## config.mk

```make
export PLATFORM = sky130hd
export DESIGN_NAME = deque_with_linear_search_top_flat
export DESIGN_NICKNAME = d
export VERILOG_FILES = /design/src/hw/rtl/dqs_pkg.sv /design/src/hw/rtl/dqs_if.sv /design/src/hw/rtl/deque_with_linear_search_top.sv /design/src/hw/rtl/dqs_ram.sv /design/src/hw/rtl/dqs_front.sv /design/src/hw/rtl/dqs_back.sv /design/src/flat_wrapper.sv
export SDC_FILE = /design/constraint.sdc
export NUM_CORES = 1
export LEC_CHECK = 0
export BUFFER_PORTS_ARGS = -buffer_cell sky130_fd_sc_hd__buf_2
export CAP_MARGIN = 20
export CORE_ASPECT_RATIO = 1.75
export CORE_MARGIN = 2
export CORE_UTILIZATION = 50
export DETAILED_ROUTE_END_ITERATION = 6
export PLACE_DENSITY = 0.66
export SYNTH_ARGS = -nofsm -noshare
export SYNTH_HDL_FRONTEND = slang
export SYNTH_SLANG_ARGS = --single-unit
```

## constraint.sdc

```tcl
create_clock -name i_clk -period 8.25 [get_ports i_clk]
set_input_delay 0.825 -clock i_clk [delete_from_list [all_inputs] [get_ports i_clk]]
set_output_delay 0.825 -clock i_clk [all_outputs]
set_load 0.02 [all_outputs]
```

## src/hw/rtl/dqs_pkg.sv

```systemverilog
// Shared types, command and status codes for the deque with linear search.
// No dependencies.
package dqs_pkg;

    localparam int CmdW    = 3;
    localparam int DataW   = 32;
    localparam int StatusW = 2;
    localparam int PosW    = 5;

    localparam logic [CmdW-1:0] CMD_PUSH_HEAD = 3'd0;
    localparam logic [CmdW-1:0] CMD_PUSH_TAIL = 3'd1;
    localparam logic [CmdW-1:0] CMD_POP_HEAD  = 3'd2;
    localparam logic [CmdW-1:0] CMD_POP_TAIL  = 3'd3;
    localparam logic [CmdW-1:0] CMD_SEARCH    = 3'd4;

    localparam logic [StatusW-1:0] ST_OK        = 2'd0;
    localparam logic [StatusW-1:0] ST_EMPTY     = 2'd1;
    localparam logic [StatusW-1:0] ST_FULL      = 2'd2;
    localparam logic [StatusW-1:0] ST_NOT_FOUND = 2'd3;

    typedef enum logic [2:0] {
        OP_PUSH_HEAD,
        OP_PUSH_TAIL,
        OP_POP_HEAD,
        OP_POP_TAIL,
        OP_SEARCH,
        OP_NOP
    } t_op;

    typedef struct packed {
        t_op                      op;
        logic signed [DataW-1:0]  value;
    } t_work;

    typedef struct packed {
        logic [StatusW-1:0]       status;
        logic signed [DataW-1:0]  removed_value;
        logic [PosW-1:0]          found_position;
    } t_result;

    function automatic t_op decode_cmd(input logic [CmdW-1:0] cmd);
        t_op op;
        unique case (cmd)
            CMD_PUSH_HEAD: op = OP_PUSH_HEAD;
            CMD_PUSH_TAIL: op = OP_PUSH_TAIL;
            CMD_POP_HEAD:  op = OP_POP_HEAD;
            CMD_POP_TAIL:  op = OP_POP_TAIL;
            CMD_SEARCH:    op = OP_SEARCH;
            default:       op = OP_NOP;
        endcase
        return op;
    endfunction

    function automatic t_result make_result(input logic [StatusW-1:0] status,
                                            input logic signed [DataW-1:0] removed,
                                            input logic [PosW-1:0] pos);
        t_result res;
        res.status         = status;
        res.removed_value  = removed;
        res.found_position = pos;
        return res;
    endfunction

endpackage

```

## src/hw/rtl/dqs_if.sv

```systemverilog
// Valid/ready channel interfaces for commands and results.
// Depends on dqs_pkg.
interface dqs_cmd_if;
    logic                                 valid;
    logic                                 ready;
    logic [dqs_pkg::CmdW-1:0]             cmd;
    logic signed [dqs_pkg::DataW-1:0]     item_value;

    modport source (output valid, output cmd, output item_value, input ready);
    modport sink   (input valid, input cmd, input item_value, output ready);
endinterface

interface dqs_res_if;
    logic                                 valid;
    logic                                 ready;
    logic [dqs_pkg::StatusW-1:0]          status;
    logic signed [dqs_pkg::DataW-1:0]     removed_value;
    logic [dqs_pkg::PosW-1:0]             found_position;

    modport source (output valid, output status, output removed_value,
                    output found_position, input ready);
    modport sink   (input valid, input status, input removed_value,
                    input found_position, output ready);
endinterface

```

## src/hw/rtl/deque_with_linear_search_top.sv

```systemverilog
// Top level of the deque with linear search: command front end, queue and
// execution back end. Depends on dqs_pkg, dqs_if, dqs_front, dqs_back.
//
//  channel   dir  transfer                fields
//  i_cmd     in   i_cmd.valid & ready     cmd, item_value
//  o_res     out  o_res.valid & ready     status, removed_value, found_position
//
// Inserts, unknown codes and empty/full cases finish in the back end's idle
// state. Removals take one registered RAM read (S_POP). A search walks the
// entries until the matched position or the entry count is reached, paced by
// the single RAM read port walking one entry a cycle. A command is registered
// in the front queue. Reset is synchronous; the store needs no clearing pass.
// A stalled result holds the back end; the two-entry queue accepts until full.
module deque_with_linear_search_top #(
    parameter int DEPTH = 16
) (
    input  logic        i_clk,
    input  logic        i_rst_n,
    dqs_cmd_if.sink     i_cmd,
    dqs_res_if.source   o_res
);

    dqs_pkg::t_work work;
    logic           work_valid;
    logic           work_take;

    dqs_front u_front (
        .i_clk        (i_clk),
        .i_rst_n      (i_rst_n),
        .i_cmd        (i_cmd),
        .o_work       (work),
        .o_work_valid (work_valid),
        .i_work_take  (work_take)
    );

    dqs_back #(
        .DEPTH (DEPTH)
    ) u_back (
        .i_clk        (i_clk),
        .i_rst_n      (i_rst_n),
        .i_work       (work),
        .i_work_valid (work_valid),
        .o_work_take  (work_take),
        .o_res        (o_res)
    );

endmodule

```

## src/hw/rtl/dqs_ram.sv

```systemverilog
// Generic single-write, single-read RAM with registered read data.
// No dependencies.
module dqs_ram #(
    parameter int WIDTH = 32,
    parameter int DEPTH = 16
) (
    input  logic                     i_clk,
    input  logic                     i_we,
    input  logic [$clog2(DEPTH)-1:0] i_waddr,
    input  logic [WIDTH-1:0]         i_wdata,
    input  logic [$clog2(DEPTH)-1:0] i_raddr,
    output logic [WIDTH-1:0]         o_rdata
);

    logic [WIDTH-1:0] r_mem [DEPTH];
    logic [WIDTH-1:0] r_rdata;

    always_ff @(posedge i_clk) begin
        if (i_we) begin
            r_mem[i_waddr] <= i_wdata;
        end
        r_rdata <= r_mem[i_raddr];
    end

    assign o_rdata = r_rdata;

endmodule

```

## src/hw/rtl/dqs_front.sv

```systemverilog
// Command front end: accepts command transfers, decodes them and holds them
// in a two-entry queue for the back end. Depends on dqs_pkg, dqs_if.
module dqs_front (
    input  logic            i_clk,
    input  logic            i_rst_n,
    dqs_cmd_if.sink         i_cmd,
    output dqs_pkg::t_work  o_work,
    output logic            o_work_valid,
    input  logic            i_work_take
);

    dqs_pkg::t_work r_q [2];
    logic           r_wr_ptr;
    logic           r_rd_ptr;
    logic [1:0]     r_cnt;
    logic           push;
    logic           pop;

    assign i_cmd.ready  = (r_cnt != 2'd2);
    assign push         = i_cmd.valid && i_cmd.ready;
    assign pop          = i_work_take && (r_cnt != 2'd0);
    assign o_work_valid = (r_cnt != 2'd0);
    assign o_work       = r_q[r_rd_ptr];

    always_ff @(posedge i_clk) begin
        if (push) begin
            r_q[r_wr_ptr].op    <= dqs_pkg::decode_cmd(i_cmd.cmd);
            r_q[r_wr_ptr].value <= i_cmd.item_value;
        end
    end

    always_ff @(posedge i_clk) begin
        if (!i_rst_n) begin
            r_wr_ptr <= 1'b0;
            r_rd_ptr <= 1'b0;
            r_cnt    <= 2'd0;
        end else begin
            if (push) begin
                r_wr_ptr <= ~r_wr_ptr;
            end
            if (pop) begin
                r_rd_ptr <= ~r_rd_ptr;
            end
            if (push && !pop) begin
                r_cnt <= r_cnt + 2'd1;
            end else if (pop && !push) begin
                r_cnt <= r_cnt - 2'd1;
            end
        end
    end

endmodule

```

## src/hw/rtl/dqs_back.sv

```systemverilog
// Execution back end: ring store with head index and count, removal reads
// and the linear search walk, plus the result register.
// Depends on dqs_pkg, dqs_if, dqs_ram.
module dqs_back #(
    parameter int DEPTH = 16
) (
    input  logic            i_clk,
    input  logic            i_rst_n,
    input  dqs_pkg::t_work  i_work,
    input  logic            i_work_valid,
    output logic            o_work_take,
    dqs_res_if.source       o_res
);

    localparam int AW = (DEPTH > 1) ? $clog2(DEPTH) : 1;
    localparam int CW = $clog2(DEPTH + 1);
    localparam int PW = (CW > dqs_pkg::PosW) ? CW : dqs_pkg::PosW;

    typedef enum logic [1:0] {
        S_IDLE,
        S_POP,
        S_SRCH
    } t_state;

    t_state                           r_state;
    logic [AW-1:0]                    r_head;
    logic [CW-1:0]                    r_count;
    logic [AW-1:0]                    r_pos;
    logic                             r_pop_head;
    logic signed [dqs_pkg::DataW-1:0] r_value;
    logic                             r_out_valid;
    dqs_pkg::t_result                 r_out;

    logic                             take;
    logic                             out_free;
    logic                             out_load;
    logic                             full;
    logic                             empty;
    logic                             we;
    logic [AW-1:0]                    waddr;
    logic [AW-1:0]                    raddr;
    logic [AW-1:0]                    head_dec;
    logic [dqs_pkg::DataW-1:0]        rdata;
    logic [CW-1:0]                    pos_next;
    logic [PW-1:0]                    pos_out;

    function automatic logic [AW-1:0] wrap_add(input logic [AW-1:0] base,
                                               input logic [CW-1:0] off);
        logic [CW:0] s;
        s = (CW+1)'(base) + (CW+1)'(off);
        if (s >= (CW+1)'(DEPTH)) begin
            s = s - (CW+1)'(DEPTH);
        end
        return s[AW-1:0];
    endfunction

    assign out_free = !r_out_valid || o_res.ready;
    assign full     = (r_count == CW'(DEPTH));
    assign empty    = (r_count == '0);
    assign head_dec = (r_head == '0) ? AW'(DEPTH - 1) : r_head - AW'(1);
    assign pos_next = CW'(r_pos) + CW'(1);
    assign pos_out  = PW'(r_pos) + PW'(1);

    always_comb begin
        take     = 1'b0;
        we       = 1'b0;
        out_load = 1'b0;
        waddr    = r_head;
        raddr    = r_head;
        unique case (r_state)
            S_IDLE: begin
                take = i_work_valid && out_free;
                unique case (i_work.op)
                    dqs_pkg::OP_PUSH_HEAD: begin
                        waddr    = head_dec;
                        we       = take && !full;
                        out_load = take;
                    end
                    dqs_pkg::OP_PUSH_TAIL: begin
                        waddr    = wrap_add(r_head, r_count);
                        we       = take && !full;
                        out_load = take;
                    end
                    dqs_pkg::OP_POP_TAIL: begin
                        raddr    = wrap_add(r_head, r_count - CW'(1));
                        out_load = take && empty;
                    end
                    dqs_pkg::OP_POP_HEAD, dqs_pkg::OP_SEARCH: begin
                        raddr    = r_head;
                        out_load = take && empty;
                    end
                    default: begin
                        raddr    = r_head;
                        out_load = take;
                    end
                endcase
            end
            S_POP: begin
                raddr    = r_head;
                out_load = 1'b1;
            end
            S_SRCH: begin
                raddr    = wrap_add(r_head, pos_next);
                out_load = ($signed(rdata) == r_value) || (pos_next == r_count);
            end
            default: begin
                raddr = r_head;
            end
        endcase
    end

    assign o_work_take = take;

    dqs_ram #(
        .WIDTH (dqs_pkg::DataW),
        .DEPTH (DEPTH)
    ) u_ram (
        .i_clk   (i_clk),
        .i_we    (we),
        .i_waddr (waddr),
        .i_wdata (i_work.value),
        .i_raddr (raddr),
        .o_rdata (rdata)
    );

    always_ff @(posedge i_clk) begin
        if (!i_rst_n) begin
            r_state     <= S_IDLE;
            r_head      <= '0;
            r_count     <= '0;
            r_out_valid <= 1'b0;
        end else begin
            if (out_load) begin
                r_out_valid <= 1'b1;
            end else if (r_out_valid && o_res.ready) begin
                r_out_valid <= 1'b0;
            end
            unique case (r_state)
                S_IDLE: begin
                    if (take) begin
                        r_value    <= i_work.value;
                        r_pos      <= '0;
                        r_pop_head <= (i_work.op == dqs_pkg::OP_POP_HEAD);
                        unique case (i_work.op)
                            dqs_pkg::OP_PUSH_HEAD, dqs_pkg::OP_PUSH_TAIL: begin
                                if (full) begin
                                    r_out <= dqs_pkg::make_result(dqs_pkg::ST_FULL,
                                                                  '0, '0);
                                end else begin
                                    r_out   <= dqs_pkg::make_result(dqs_pkg::ST_OK,
                                                                    '0, '0);
                                    r_count <= r_count + CW'(1);
                                    if (i_work.op == dqs_pkg::OP_PUSH_HEAD) begin
                                        r_head <= head_dec;
                                    end
                                end
                            end
                            dqs_pkg::OP_POP_HEAD, dqs_pkg::OP_POP_TAIL: begin
                                if (empty) begin
                                    r_out <= dqs_pkg::make_result(dqs_pkg::ST_EMPTY,
                                                                  '0, '0);
                                end else begin
                                    r_state <= S_POP;
                                end
                            end
                            dqs_pkg::OP_SEARCH: begin
                                if (empty) begin
                                    r_out <= dqs_pkg::make_result(dqs_pkg::ST_EMPTY,
                                                                  '0, '0);
                                end else begin
                                    r_state <= S_SRCH;
                                end
                            end
                            default: begin
                                r_out <= dqs_pkg::make_result(dqs_pkg::ST_OK, '0, '0);
                            end
                        endcase
                    end
                end
                S_POP: begin
                    r_out   <= dqs_pkg::make_result(dqs_pkg::ST_OK, rdata, '0);
                    r_count <= r_count - CW'(1);
                    if (r_pop_head) begin
                        r_head <= wrap_add(r_head, CW'(1));
                    end
                    r_state <= S_IDLE;
                end
                S_SRCH: begin
                    if ($signed(rdata) == r_value) begin
                        r_out   <= dqs_pkg::make_result(dqs_pkg::ST_OK, '0,
                                                        pos_out[dqs_pkg::PosW-1:0]);
                        r_state <= S_IDLE;
                    end else if (pos_next == r_count) begin
                        r_out   <= dqs_pkg::make_result(dqs_pkg::ST_NOT_FOUND, '0, '0);
                        r_state <= S_IDLE;
                    end else begin
                        r_pos <= r_pos + AW'(1);
                    end
                end
                default: begin
                    r_state <= S_IDLE;
                end
            endcase
        end
    end

    assign o_res.valid          = r_out_valid;
    assign o_res.status         = r_out.status;
    assign o_res.removed_value  = r_out.removed_value;
    assign o_res.found_position = r_out.found_position;

endmodule
```

## src/flat_wrapper.sv

```systemverilog
// flat-port wrapper written by rule: the top's interface ports become plain ports
module deque_with_linear_search_top_flat 
#(
    parameter int DEPTH = 16
)
  (i_clk, i_rst_n, i_cmd_valid, i_cmd_cmd, i_cmd_item_value, i_cmd_ready, o_res_valid, o_res_status, o_res_removed_value, o_res_found_position, o_res_ready);
  dqs_cmd_if i_cmd_i ();
  dqs_res_if o_res_i ();
  input  logic i_clk;
  input  logic i_rst_n;
  input wire logic [$bits(i_cmd_i.valid)-1:0] i_cmd_valid;
  input wire logic [$bits(i_cmd_i.cmd)-1:0] i_cmd_cmd;
  input wire logic [$bits(i_cmd_i.item_value)-1:0] i_cmd_item_value;
  output wire logic [$bits(i_cmd_i.ready)-1:0] i_cmd_ready;
  output wire logic [$bits(o_res_i.valid)-1:0] o_res_valid;
  output wire logic [$bits(o_res_i.status)-1:0] o_res_status;
  output wire logic [$bits(o_res_i.removed_value)-1:0] o_res_removed_value;
  output wire logic [$bits(o_res_i.found_position)-1:0] o_res_found_position;
  input wire logic [$bits(o_res_i.ready)-1:0] o_res_ready;
  assign i_cmd_i.valid = i_cmd_valid;
  assign i_cmd_i.cmd = i_cmd_cmd;
  assign i_cmd_i.item_value = i_cmd_item_value;
  assign i_cmd_ready = i_cmd_i.ready;
  assign o_res_valid = o_res_i.valid;
  assign o_res_status = o_res_i.status;
  assign o_res_removed_value = o_res_i.removed_value;
  assign o_res_found_position = o_res_i.found_position;
  assign o_res_i.ready = o_res_ready;
  deque_with_linear_search_top #(.DEPTH(DEPTH)) u_core (.i_clk(i_clk), .i_rst_n(i_rst_n), .i_cmd(i_cmd_i), .o_res(o_res_i));
endmodule
```

[Word level (Yosys, flattened, before mapping)]
Memories as Yosys holds them, arrays and structs flattened. A register that Yosys moved wholly into a read port is not among the register bits.
Cells that the tools add are included.
Word-level totals
  register bits: 92
  bits in writable memories: 582
  bits of input ports: 39
  logic and storage cells: 150
  memories kept: 2
Operators by class
  $add $sub $neg: 15
  magnitude comparators: 4
  equal/unequal tests: 26
  mux-type cells: 54
  bitwise logic cells: 2
  reduce and logical (&&, ||, !) cells: 34
Memories
  u_core.u_back.u_ram.r_mem: depth 16, width 32, read ports 1, clocked after memory_dff 1, wr ports 1, line dqs_ram.sv:15  | logic [WIDTH-1:0] r_mem [DEPTH];
  u_core.u_front.r_q: depth 2, width 35, read ports 1, clocked after memory_dff 1, wr ports 1, line dqs_front.sv:12  | dqs_pkg::t_work r_q [2];
Operator list (number)
  39-bit two-way mux: 5
  39-bit one-hot mux with 3 select lines: 1
  39-bit one-hot mux with 2 select lines: 1
  4-bit two-way mux: 15
  32-bit equality test: 1
  4-bit one-hot mux with 2 select lines: 4
  4-bit by 1-bit subtractor with 4-bit output, second input constant: 5
  4-bit by 5-bit adder with 6-bit output: 3
  6-bit by 5-bit greater-or-equal comparator with 1-bit output, second input constant: 3
  5-bit two-way mux: 3
  3-bit one-hot mux with 5 select lines: 1
  5-bit AND reduction: 3
  2-bit two-way mux: 7
  2-bit inequality test, second input constant: 7
  3-bit by 2-bit equality test with 1-bit output, second input constant: 4
  1-bit two-way mux: 12
  3-bit inequality test, second input constant: 4
  4-bit by 1-bit adder with 5-bit output, second input constant: 2
  5-bit one-hot mux with 2 select lines: 1
  2-bit nonzero test: 5
  1-bit logical AND: 8
  2-bit one-hot mux with 2 select lines: 2
  3-bit by 1-bit equality test with 1-bit output, second input constant: 2
  3-bit equality test, second input constant: 2
  other kinds (27): 34

[Longest topological paths before layout]
  depth in word-level cells: 8
  depth in mapped cells: 13
  mapped depth without buffers: 11

[Hierarchy]
A second synthesis with hierarchy kept.
Second synthesis, totals
  cell total of the unflattened synthesis: 1364
  area total of the unflattened synthesis: 27199.8 um2
Modules (own cells, without submodules)
  dqs_ram: times used 1, cells an instance 838, area each 19835.3 um2, sequential area each 16015.4 um2
  dqs_back: times used 1, cells an instance 390, area each 4585.6 um2, sequential area each 2522.4 um2
  dqs_front: times used 1, cells an instance 136, area each 2778.9 um2, sequential area each 2202.1 um2

[Worst setup path before layout]
No wires, ideal clock.
  kind: input -> register
  start: in o_res_ready
  end: reg u_core.u_back.r_out, in the netlist u_core.u_back.o_res.found_position[0] (enable)
  data arrival time: 4313 ps
  data required time: 7756 ps
  path slack: 3442 ps
  stages: 5
  cells stage by stage: nand2b_1 > o21ai_0 > nor2_1 > nand2_1 > a211oi_1
Between the ends
  longest elaborated chain between the ends: 5
RTL lines
  from (decl): line flat_wrapper.sv:19  | input wire logic [$bits(o_res_i.ready)-1:0] o_res_ready;
  1-bit logical OR: line dqs_back.sv:57  | assign out_free = !r_out_valid || o_res.ready;
  1-bit logical AND: line dqs_back.sv:72  | take = i_work_valid && out_free;
  1-bit two-way mux: line dqs_back.sv:70  | unique case (r_state)
  2-bit by 1-bit inequality test with 1-bit output (no source line)
  5-bit AND reduction (no source line)
  to (signal assigned): line dqs_back.sv:147  | r_out <= dqs_pkg::make_result(dqs_pkg::ST_FULL,
  to (signal assigned): line dqs_back.sv:150  | r_out <= dqs_pkg::make_result(dqs_pkg::ST_OK,
  to (signal assigned): line dqs_back.sv:160  | r_out <= dqs_pkg::make_result(dqs_pkg::ST_EMPTY,
  to (decl): line dqs_back.sv:32  | dqs_pkg::t_result r_out;
Every way passes these cells.
A chain may end at the register's enable or synchronous reset.

[Worst setup path in the final report]
  start: reg u_core.u_back.r_count[0]
  end: reg u_core.u_back.u_ram.r_rdata[30] (netlist: u_core.u_back.u_ram.o_rdata[30]) (read register of u_core.u_back.u_ram.r_mem)
Between the ends
  longest elaborated chain between the ends: 6
  elaborated cells between the ends (all ways): 7
  those cells by class: add/sub: 3; order compare: 1; mux: 3
RTL lines
  from (decl): line dqs_back.sv:27  | logic [CW-1:0] r_count;
  from (signal assigned): line dqs_back.sv:152  | r_count <= r_count + CW'(1);
  from (signal assigned): line dqs_back.sv:182  | r_count <= r_count - CW'(1);
  5-bit by 1-bit subtractor with 5-bit output (*): line dqs_back.sv:85  | raddr = wrap_add(r_head, r_count - CW'(1));
  4-bit by 5-bit adder with 6-bit output (*): line dqs_back.sv:50  | s = (CW+1)'(base) + (CW+1)'(off);
  6-bit by 5-bit greater-or-equal comparator with 1-bit output or 4-bit by 1-bit subtractor with 4-bit output (tied branches): line dqs_back.sv:51, dqs_back.sv:52
  4-bit two-way mux (*): line dqs_back.sv:51  | if (s >= (CW+1)'(DEPTH)) begin
  4-bit two-way mux (*): line dqs_back.sv:73  | unique case (i_work.op)
  4-bit one-hot mux with 2 select lines (*): line dqs_back.sv:70
  to (decl): line dqs_ram.sv:16  | logic [WIDTH-1:0] r_rdata;
Mark *: on every way between the ends. The rest lies on a longest branch, timed or not.

==> metrics.txt <==
row cnt 114; Mapped Area 27,700 sq um; unrepaired setup endpoints after global routing false; library cells used by synthesis 55; maxcap violations 0; initial core utilization 50.3%; CP Data Arrival Time around 4.6 ns; synth top area cells edfxtp_1, nand2_1, dfxtp_1; sequential fraction of the synthesis area 74.8%; Reg2Reg Depth 10; Yosys top cell by area edfxtp_1; Pre-antenna DRT Iters 7; fill count between 4,000 and 5,000; drt wl/cell 25.5 um; DR iter-0 viols 1,971; CTS buffer count 59; clock root buffer clkbuf_16; initial antenna violation count 0; Pleak 10.2 nW; Core Region around 55,000 sq um; Max VDD drop around 0.27 mV; hold_buf cts 0; post-synth top area share 71.3%; worst flop-to-flop path startpoint u_core.u_back.r_count[0]; Reg clk slew, reported paths 0.07 ns; port buffer count 79; PostCTS Resize Cnt 0; status completed; worst-path fanout max 254; hold endpoint u_core.u_front.r_q[1][15]; Syn Nets about 2,000; gr ovfl total 0; Final Slew Violations 0; I/O pin cnt 80; Hold WC Path Type primary input to flip-flop; Avg Cell Area, Syn 14.5 sq um; hold path cells 1; via count 16,700; fmax 0.242 GHz; Cells after Synth 1,914; FF-to-FF setup slack 4.11 ns; global-route wire length before repair 102 mm; Routed WL 69.0 mm; H-tree lvl count 2; Die Height around 320 um; Worst EP required 8.76 ns; Worst setup SP type flip-flop; HPWL after detailed placement 35.8 mm; worst hold path startpoint i_cmd_item_value[15]; Max Root-Sink Buffers 3; Final min period 4.14 ns; top_reg_cell synth edfxtp_1; Worst Setup SP u_core.u_back.r_count[0]; Final setup viols 0; Slew @ Worst Pin 1.42 ns; n_diodes 0; Crit Reg-Reg Endpoint u_core.u_back.u_ram.o_rdata[30]; DRT antenna net count 0; pin count of the biggest net entering global routing 255; synthesis-stage register bit count 707; GRT Overall Usage 23.9%; Final #Nets 2,027; post-DR vias/cell 6.16; Hold Fails Final Rpt 0; asr flop ratio synth 0%; Power Total 10.1 mW; DR DRC count 0; Ys Warns 0; Fin Clk Skew 0.0222 ns; number of synthesized flops with an enable pin 658; share of layout cells above drive strength 1 between 10% and 20%; Die Area 57,400 sq um; CTS tree yes; P&R area growth vs syn 11.8%; Clk Latency, worst-skew pair 0.62 ns; Setup CP Type flip-flop to flip-flop; chip width about 180 um; vias in the first global route 16,600; fin crit share 50.2%; GP Congestion 0.878; Clock Sink Count about 710; post-CTS setup buffers 0; Slew Limit Headroom 5.06%; Cell Pwr Density 325 nW/um^2; Worst Setup End Kind flip-flop; Fin Setup TNS 0 ns
## state kept, by name, indices dropped and copies added, names as in the netlist, named ones only
name and cells:
u_core.u_back.o_res.valid 1, u_core.u_back.r_pop_head 1, u_core.u_back.r_value 32, u_core.u_back.u_ram.o_rdata 32, u_core.u_back.r_state 2, u_core.u_front.r_rd_ptr 1
u_core.u_back.u_ram.r_mem 512, u_core.u_back.o_res.removed_value 32, u_core.u_back.r_pos 4, u_core.u_front.r_cnt 2, u_core.u_front.r_q 70, u_core.u_back.o_res.status 2
u_core.u_back.r_head 4, u_core.u_back.o_res.found_position 5, u_core.u_back.r_count 5, u_core.u_front.r_wr_ptr 1
## critical path, stage by stage (launching register included)
cell,delay (ns)
dfxtp_1,0.53
inv_1,0.15
ha_1,0.37
fa_1,0.51
a211oi_1,0.08
nor3_2,0.27
buf_12,0.65
nand2_1,0.07
or4_1,0.44
o2111a_1,0.13
or3_1,0.36
## layout by cell type (no fill, tap or decap), types with 8 or more instances in the layout
cell type,instances
ha_1,18
nand2b_1,9
nor4_1,12
inv_1,21
a22oi_1,33
nor2_1,37
mux2_2,34
o21ai_0,15
clkbuf_1,10
a32o_1,66
dfxtp_1,48
buf_4,25
a32oi_1,63
o221ai_1,32
nand2_1,401
xnor2_1,10
mux2i_1,9
and3_1,35
clkinv_2,10
a21oi_1,139
xor2_1,44
clkinvlp_4,8
clkbuf_16,61
buf_2,79
nor2_4,18
nand3_1,9
edfxtp_1,658
## Yosys cell counts, types with 4 or more instances
cell / count
buf_2: 8
buf_1: 4
nor3_1: 8
nor2b_1: 5
or3_1: 8
a211oi_1: 7
ha_1: 20
nor4_1: 12
a21o_1: 4
o21ai_0: 15
inv_1: 21
a32o_1: 66
clkbuf_1: 105
o21ai_1: 7
mux2i_1: 9
nor2_1: 55
o221ai_1: 32
xor2_1: 44
edfxtp_1: 658
dfxtp_1: 49
nand3_1: 9
a22oi_1: 33
a21oi_1: 139
xnor2_1: 10
and3_1: 36
nand2_1: 401
o31ai_1: 4
mux2_2: 34
nand2b_1: 9
a32oi_1: 63
## layout make-up
type                       count  area (sq um)  share of cell area (%)
clock inverter                34           365                    1.18
tap                          696           871                    2.81
inverter                      24          90.1                   0.291
sequential                   707         20700                    66.9
multi-input combinational   1066          6650                    21.4
timing repair buffer         107           643                    2.07
clock buffer                  77          1650                    5.31
## routing by layer
metal / vias up / global-route usage [%] / wire, um
met3: 179 / 2.87 / 4270
met1: 8412 / 29.7 / 26200
met4: 0 / 12.4 / 3480
met5: - / 0 / 0
li1: 7385 / - / -
met2: 713 / 41.3 / 35100
## cell families after synthesis
group | Yosys count | synth area share (%)
compound gates | 388 | 10.1
xor+xnor | 54 | 1.71
fa+ha+maj | 23 | 1.12
buf+inv | 141 | 1.95
flops | 707 | 74.8
mux | 43 | 1.71
simple gates | 558 | 8.58
## power breakdown
group / internal [mW] / switching, mW / leakage (nW)
Combinational: 0.726 / 1.70 / 2.90
Sequential: 4.57 / 0.195 / 6.38
Clock: 1.63 / 1.27 / 0.964
## stage by stage
stage               hold slack, ns  setup WS [ns]  cells  instance area, sq um  util, %
finish                       0.400           4.11   2711                 31000     56.3
detailed placement           0.504           4.27   2600                 29000     52.7
floorplan                    0.468           3.44   1914                 27700        -
CTS                          0.362           4.24   2711                 31000     56.3
global route                 0.376           3.96   2711                 31000     56.3
global placement             0.488           4.35   2600                 29000     52.7
## how the worst max path moves through the flow
stage / end / slack (ns) / cells after the start
2_1_floorplan: u_core.u_back.o_res.found_position[0] / 3.44 / 5
3_3_place_gp: u_core.u_back.u_ram.o_rdata[18] / 4.35 / 7
3_5_place_dp: u_core.u_back.u_ram.o_rdata[22] / 4.27 / 7
4_1_cts: u_core.u_back.u_ram.o_rdata[22] / 4.24 / 7
5_1_grt: u_core.u_back.u_ram.o_rdata[16] / 3.96 / 7
6_report: u_core.u_back.u_ram.o_rdata[30] / 4.11 / 10
(Power assumes the default switching activity.)
